<file path="config.mk">
export PLATFORM = sky130hd
export DESIGN_NAME = lzbu_ctrl
export DESIGN_NICKNAME = d
export VERILOG_FILES = /design/src/hw/rtl/lzbu_pkg.sv /design/src/hw/rtl/lzbu_ctrl.sv
export SDC_FILE = /design/constraint.sdc
export NUM_CORES = 1
export LEC_CHECK = 0
export BUFFER_PORTS_ARGS = -buffer_cell sky130_fd_sc_hd__buf_2
export CORE_AREA = 2 2 39 41
export DETAILED_ROUTE_END_ITERATION = 16
export DIE_AREA = 0 0 41 43
export PLACE_DENSITY_LB_ADDON = 0.08
export SYNTH_ARGS = -nofsm -noshare
export SYNTH_HDL_FRONTEND = slang
export SYNTH_SLANG_ARGS = --single-unit
</file>
<file path="constraint.sdc">
create_clock -name clk -period 1.1 [get_ports clk]
set_input_delay 0.11 -clock clk [delete_from_list [all_inputs] [get_ports clk]]
set_output_delay 0.11 -clock clk [all_outputs]
set_load 0.03 [all_outputs]
</file>
<file path="src/hw/rtl/lzbu_pkg.sv">
// ----------------------------------------------------------------------------
// lzbu_pkg
// Shared types and constants for the bitstream unpacker: decode phases,
// controller states, status codes and the controller/datapath interface.
// ----------------------------------------------------------------------------
package lzbu_pkg;

	localparam int OUT_LANES       = 8;
	localparam int LANE_IW         = $clog2(OUT_LANES);
	localparam int BCNT_W          = 4;
	localparam int SIZE_W          = 24;
	localparam int LEN_W           = 9;
	localparam int OHI_W           = 4;
	localparam int RUN_W           = 7;
	localparam int DEF_WINDOW_SIZE = 4096;
	localparam int DEF_COUNT_WIDTH = 24;

	// configuration register indexes
	localparam logic REG_PACKED_SIZE   = 1'b0;
	localparam logic REG_UNPACKED_SIZE = 1'b1;

	// status codes
	localparam logic [1:0] ST_OK         = 2'd0;
	localparam logic [1:0] ST_IN_OVR     = 2'd1;
	localparam logic [1:0] ST_OUT_OVR    = 2'd2;
	localparam logic [1:0] ST_BAD_OFFSET = 2'd3;

	typedef enum logic [4:0] {
		PH_TOSS1, PH_TOSS2, PH_CMD, PH_LIT, PH_A, PH_B, PH_C, PH_D,
		PH_R1, PH_R2, PH_R3, PH_R4, PH_RUN, PH_E, PH_F, PH_LEN8,
		PH_ENDBIT, PH_OFF0, PH_O1, PH_O2, PH_O3, PH_O4, PH_O5, PH_O6,
		PH_OFFLOW
	} phase_t;

	typedef enum logic [2:0] {
		S_IDLE, S_DRAIN, S_COPY_RD, S_COPY_WR, S_PUSH, S_FLUSH
	} ctrl_state_t;

	typedef struct packed {
		logic step;
		logic drain;
		logic rd;
		logic wr;
		logic push;
		logic flush;
	} cmd_t;

	typedef struct packed {
		logic drain_busy;
		logic copy_pending;
		logic copy_last;
		logic lane_near_full;
		logic out_free;
	} sts_t;

endpackage

</file>
<file path="src/hw/rtl/lzbu_ctrl.sv">
// ----------------------------------------------------------------------------
// lzbu_ctrl
// Sequencer: takes an item, drains control bits, copies match bytes one at a
// time through the history and hands finished result beats to the output.
// ----------------------------------------------------------------------------
module lzbu_ctrl
	import lzbu_pkg::*;
(
	input  logic clk,
	input  logic arst_n,
	input  logic in_valid,
	output logic in_ready,
	input  sts_t sts,
	output cmd_t cmd
);

	ctrl_state_t state_q, state_d;

	// state register
	always_ff @(posedge clk or negedge arst_n) begin
		if (!arst_n) begin
			state_q <= S_IDLE;
		end else begin
			state_q <= state_d;
		end
	end

	// next state and commands
	always_comb begin
		state_d  = state_q;
		cmd      = '0;
		in_ready = 1'b0;
		case (state_q)
			S_IDLE: begin
				in_ready = 1'b1;
				if (in_valid) begin
					cmd.step = 1'b1;
					state_d  = S_DRAIN;
				end
			end
			S_DRAIN: begin
				if (sts.drain_busy) begin
					cmd.drain = 1'b1;
				end else if (sts.copy_pending) begin
					state_d = S_COPY_RD;
				end else begin
					state_d = S_FLUSH;
				end
			end
			S_COPY_RD: begin
				cmd.rd  = 1'b1;
				state_d = S_COPY_WR;
			end
			S_COPY_WR: begin
				cmd.wr = 1'b1;
				if (sts.copy_last) begin
					state_d = S_FLUSH;
				end else if (sts.lane_near_full) begin
					state_d = S_PUSH;
				end else begin
					state_d = S_COPY_RD;
				end
			end
			S_PUSH: begin
				if (sts.out_free) begin
					cmd.push = 1'b1;
					state_d  = S_COPY_RD;
				end
			end
			S_FLUSH: begin
				if (sts.out_free) begin
					cmd.flush = 1'b1;
					state_d   = S_IDLE;
				end
			end
			default: begin
				state_d = S_IDLE;
			end
		endcase
	end

endmodule

</file>
; ---- After elaboration in Yosys (flattened, before gate mapping)
; Index checks and enable logic that the tools add are counted.
[classes]
n_eq_ne = 9
muxes = 18
n_reduce_logical = 2
[ops]
columns = cell, n
row1 = 3-bit two-way mux, 7
row2 = 3-bit case mux with 6 select lines, 1
row3 = 1-bit two-way mux, 10
row4 = 2-bit != test (second input constant), 4
row5 = 3-bit by 2-bit equality test with 1-bit output (second input constant), 2
row6 = 3-bit equality test (second input constant), 2
row7 = 4-bit AND reduction, 1
row8 = 3-bit by 1-bit equality test with 1-bit output (second input constant), 1
row9 = 3-bit logical NOT, 1
[word_totals]
regBits = 3
input_bits = 8
out_inout_bits = 7
elab_cells = 30

; ---- Depth between registers and ports, before layout
[depth]
word_depth = 3
mapped_depth = 4
ltp_nobuf = 3

; ---- Worst setup path before layout
; OpenSTA, ideal clock, no wires.
[synth_path]
path_kind = register -> output
startpoint = register state_q[0]
endpoint = output cmd[5] (netlist name)
arrival_ns = 1.400
required_time_ns = 0.990
path_slack_ns = -0.410
path_stages_with_launch = 4
n_path_buf = 1
cell_sequence = dfrtp_1 -> buf_4 -> nor3_2 -> and2_1
[synth_rtl]
columns = element, line_no
row1 = start: declaration, lzbu_ctrl.sv:17  ; ctrl_state_t state_q, state_d;
row2 = start signal: assignment, lzbu_ctrl.sv:24  ; state_q <= state_d;
row3 = end: declaration, lzbu_ctrl.sv:14  ; output cmd_t cmd

==> flow_metrics.tcl <==
set metrics [dict create \
    clock.fmax_mhz 753 \
    diodes 0 \
    die_area_um2 1760 \
    num_vias 351 \
    cp_max_fo 6 \
    pwr-share-clk_pct 10.4 \
    design.final.nets 71 \
    timing.max_cap.violations 0 \
    finalCritPeriodShare_pct 121 \
    power.internal_mw 1.06 \
    violations "setup timing" \
    rsz0062_at_grt "true" \
    drt.antenna.violating_nets 0 \
    fin_worst_skew_ns 0.00190 \
    ys.warnings.count 0 \
    area_delta_synth_final_pct 107 \
    gp_congestion 0.685 \
    tritoncts_num_sinks 3 \
    cts_htree_levels 1 \
    grtUsageTotal_pct 13.2 \
    largest-register "state_q" \
    worstSetupEndpointType "primary output" \
    start_util_pct 23.6 \
    cts_tree "done" \
    class_of_the_tightest_hold_or_removal_check "in2reg" \
    power_leakage_nw 0.308 \
    clock-root-buffer "clkbuf_4" \
    reg.largest.list "state_q x3" \
    layout-drive-gt1-share_pct 77.4 \
    wl_per_cell_um 12.5 \
    die_height_um 43 \
    grt_start_max_net_pins 9 \
    hold-worst-slack_ns 0.177 \
    synth-seq-cells 3 \
    pins_over_their_slew_limit 0 \
    portBuffers 14 \
    hpwlAfterDp_um 614 \
    criticalPathCategory "reg2out" \
    detail_route.vias_per_cell 4.50 \
    slew-limit-headroom_pct 83.4 \
    gate_count_of_the_mapped_netlist 35 \
    syn-num-nets 43 \
    crit_path_start_kind "flip-flop" \
    count_of_tritonroute_iterations_in_the_first_routing_pass 2 \
    cts.clk_slew.worst_paths_ns 0.04 \
    power.net_switching_uw 740 \
    route.final.wire_length_um 976 \
    1st_iter_drt_viols 2 \
    switching_share_pct 41.0 \
    synthesized_area_um2 327 \
    total_negative_setup_slacks_ns -1.46 \
    die-width_um 41 \
    post_dp_cell_area_um2 464 \
    arrival_ns 1.22 \
    antenna_found_initial 0 \
    post-route-worst-setup-slack_ns -0.229 \
    ys_seq_area_share_pct 23.0 \
    setup_viol 9 \
    postSynthAreaPerCell_um2 9.33 \
    grt_first_pass_wirelength_mm 1.57 \
    placement_rows 14 \
    largest_reg_flops 3 \
    yosysUniqueCellTypes 25 \
    maximum_buffer_depth_of_the_clock_tree 2 \
    outcome "finished with violations" \
    pwr-share-seq_pct 15.6 \
    detail_route.drc_violations 0 \
    boundary_pin_count 15 \
    layout_min_cycle_time_ns 1.33 \
    first_global_vias 349 \
    stdcell_area_um2 677 \
    cts_buffer_count 3 \
    num-fill-cells 137 \
    tightestPinTransition_ns 0.249 \
    clock_latency_ns 0.23 \
    number_of_endpoints_with_negative_hold_slack_in_the_final_report 0 \
    ir_drop_uv 1010 \
    critPathRequiredTime_ns 0.99 \
    placeableCoreArea_um2 1380 \
    leftover_overflow_at_the_end_of_global_routing 0 \
    preCtsSetupSlack_ns -0.132 \
    power.density_nw_per_um2 2670 \
    power.share.combinational_pct 74.0 \
]
cells by family (layout without fill, tap and decap cells):
logic type,Yosys count,after routing,share of synthesized area (%)
DFF,3,3,23.0
buffers and inverters,5,32,11.5
AOI/OAI and AO/OA,8,8,23.4
and+or+nand+nor,18,18,39.5
xor gates and xnor gates,1,1,2.68
cells in the mapped netlist:
| cell | number | area, um2 |
|---|---|---|
| inv_1 | 2 | 7.51 |
| xnor2_1 | 1 | 8.76 |
| and3_2 | 1 | 7.51 |
| nand3b_4 | 1 | 20.0 |
| a2bb2oi_2 | 2 | 30.0 |
| nand2b_1 | 1 | 6.26 |
| nand3_1 | 2 | 10.0 |
| nor3_2 | 1 | 10.0 |
| o22ai_1 | 1 | 6.26 |
| o21ai_0 | 1 | 5.00 |
| and2_2 | 1 | 7.51 |
| nand2b_4 | 1 | 13.8 |
| buf_4 | 1 | 7.51 |
| o2111ai_1 | 1 | 8.76 |
| o21ai_1 | 1 | 5.00 |
| nor2_1 | 5 | 18.8 |
| dfrtp_1 | 3 | 75.1 |
| and2_1 | 1 | 6.26 |
| o22ai_2 | 1 | 12.5 |
| and2b_1 | 1 | 7.51 |
| buf_6 | 2 | 22.5 |
| o2bb2ai_1 | 1 | 8.76 |
| nor3b_1 | 1 | 7.51 |
| nand2b_2 | 1 | 8.76 |
| nor3_1 | 1 | 5.00 |
cell usage in the layout, fill, tap and decap left out, drive strengths merged:
| cell | netlist | layout |
|---|---|---|
| nor2 | 5 | 5 |
| o2bb2ai | 1 | 1 |
| buf | 3 | 25 |
| o22ai | 2 | 2 |
| o21ai | 2 | 2 |
| nand2b | 3 | 3 |
| xnor2 | 1 | 1 |
| nor3b | 1 | 1 |
| inv | 2 | 2 |
| and2b | 1 | 1 |
| nand3b | 1 | 1 |
| dfrtp | 3 | 3 |
| nor3 | 2 | 2 |
| and2 | 2 | 2 |
| and3 | 1 | 1 |
| dlygate4sd3 | 0 | 1 |
| clkbuf | 0 | 4 |
| nand3 | 2 | 2 |
| a2bb2oi | 2 | 2 |
| o2111ai | 1 | 1 |
power by group through the flow:
stage / clock network (mW) / logic, mW / registers (mW)
6_report: 0.187 / 1.33 / 0.282
3_5_place_dp: 0 / 0.889 / 0.275
2_1_floorplan: 0 / 0.713 / 0.183
5_1_grt: 0.208 / 1.42 / 0.289
4_1_cts: 0.197 / 1.26 / 0.279
3_3_place_gp: 0 / 0.889 / 0.273
area by class of cell:
type / count / area, um2 / share of cell area [%]
inverter: 2 / 7.51 / 1.11
multi-input combinational: 27 / 290 / 42.9
timing repair buffer: 26 / 255 / 37.7
sequential: 3 / 77.6 / 11.5
clock buffer: 4 / 26.3 / 3.88
tap: 16 / 20.0 / 2.96
worst paths after layout:
| path | from | endpoint | slack, ns | depth (start not counted) |
|---|---|---|---|---|
| max in group asynchronous | arst_n | state_q[2] | 0.78 | 2 |
| max | state_q[2] | cmd[4] | -0.23 | 3 |
| min in group asynchronous | arst_n | state_q[0] | 0.21 | 2 |
| min reg2reg | state_q[2] | state_q[1] | 0.74 | 2 |
| max reg2reg | state_q[2] | state_q[1] | -0.09 | 4 |
| min | in_valid | state_q[0] | 0.18 | 3 |
worst max-delay path, cell delays in order (launching register included):
cell      delay, ns
dfrtp_2        0.47
nand2b_4       0.18
nor3b_4        0.18
buf_6          0.16
timing repair:
action / in CTS / in global routing
hold buffers: 1 / 0
gates cloned: 1 / 0
hold endpoints to repair: 3 / 0
setup endpoints to repair: 9 / 10
setup buffers: 5 / 2
pin swaps: 7 / 3
gates resized for setup: 21 / 9
stage by stage:
stage | cells | util (%) | power (mW)
final | 78 | 48.9 | 1.80
after global routing | 78 | 48.9 | 1.92
after global placement | 66 | 33.5 | 1.16
after CTS | 77 | 47.1 | 1.73
after detailed placement | 66 | 33.5 | 1.16
after floorplan | 35 | - | 0.897
metal layers:
layer,vias to the layer above,wire (um),track usage (%)
li1,175,-,-
met1,165,395,16.9
met2,11,518,20.9
met3,0,61,3.14
met4,0,0,4.00
met5,-,0,0
(Power assumes the default switching activity.)
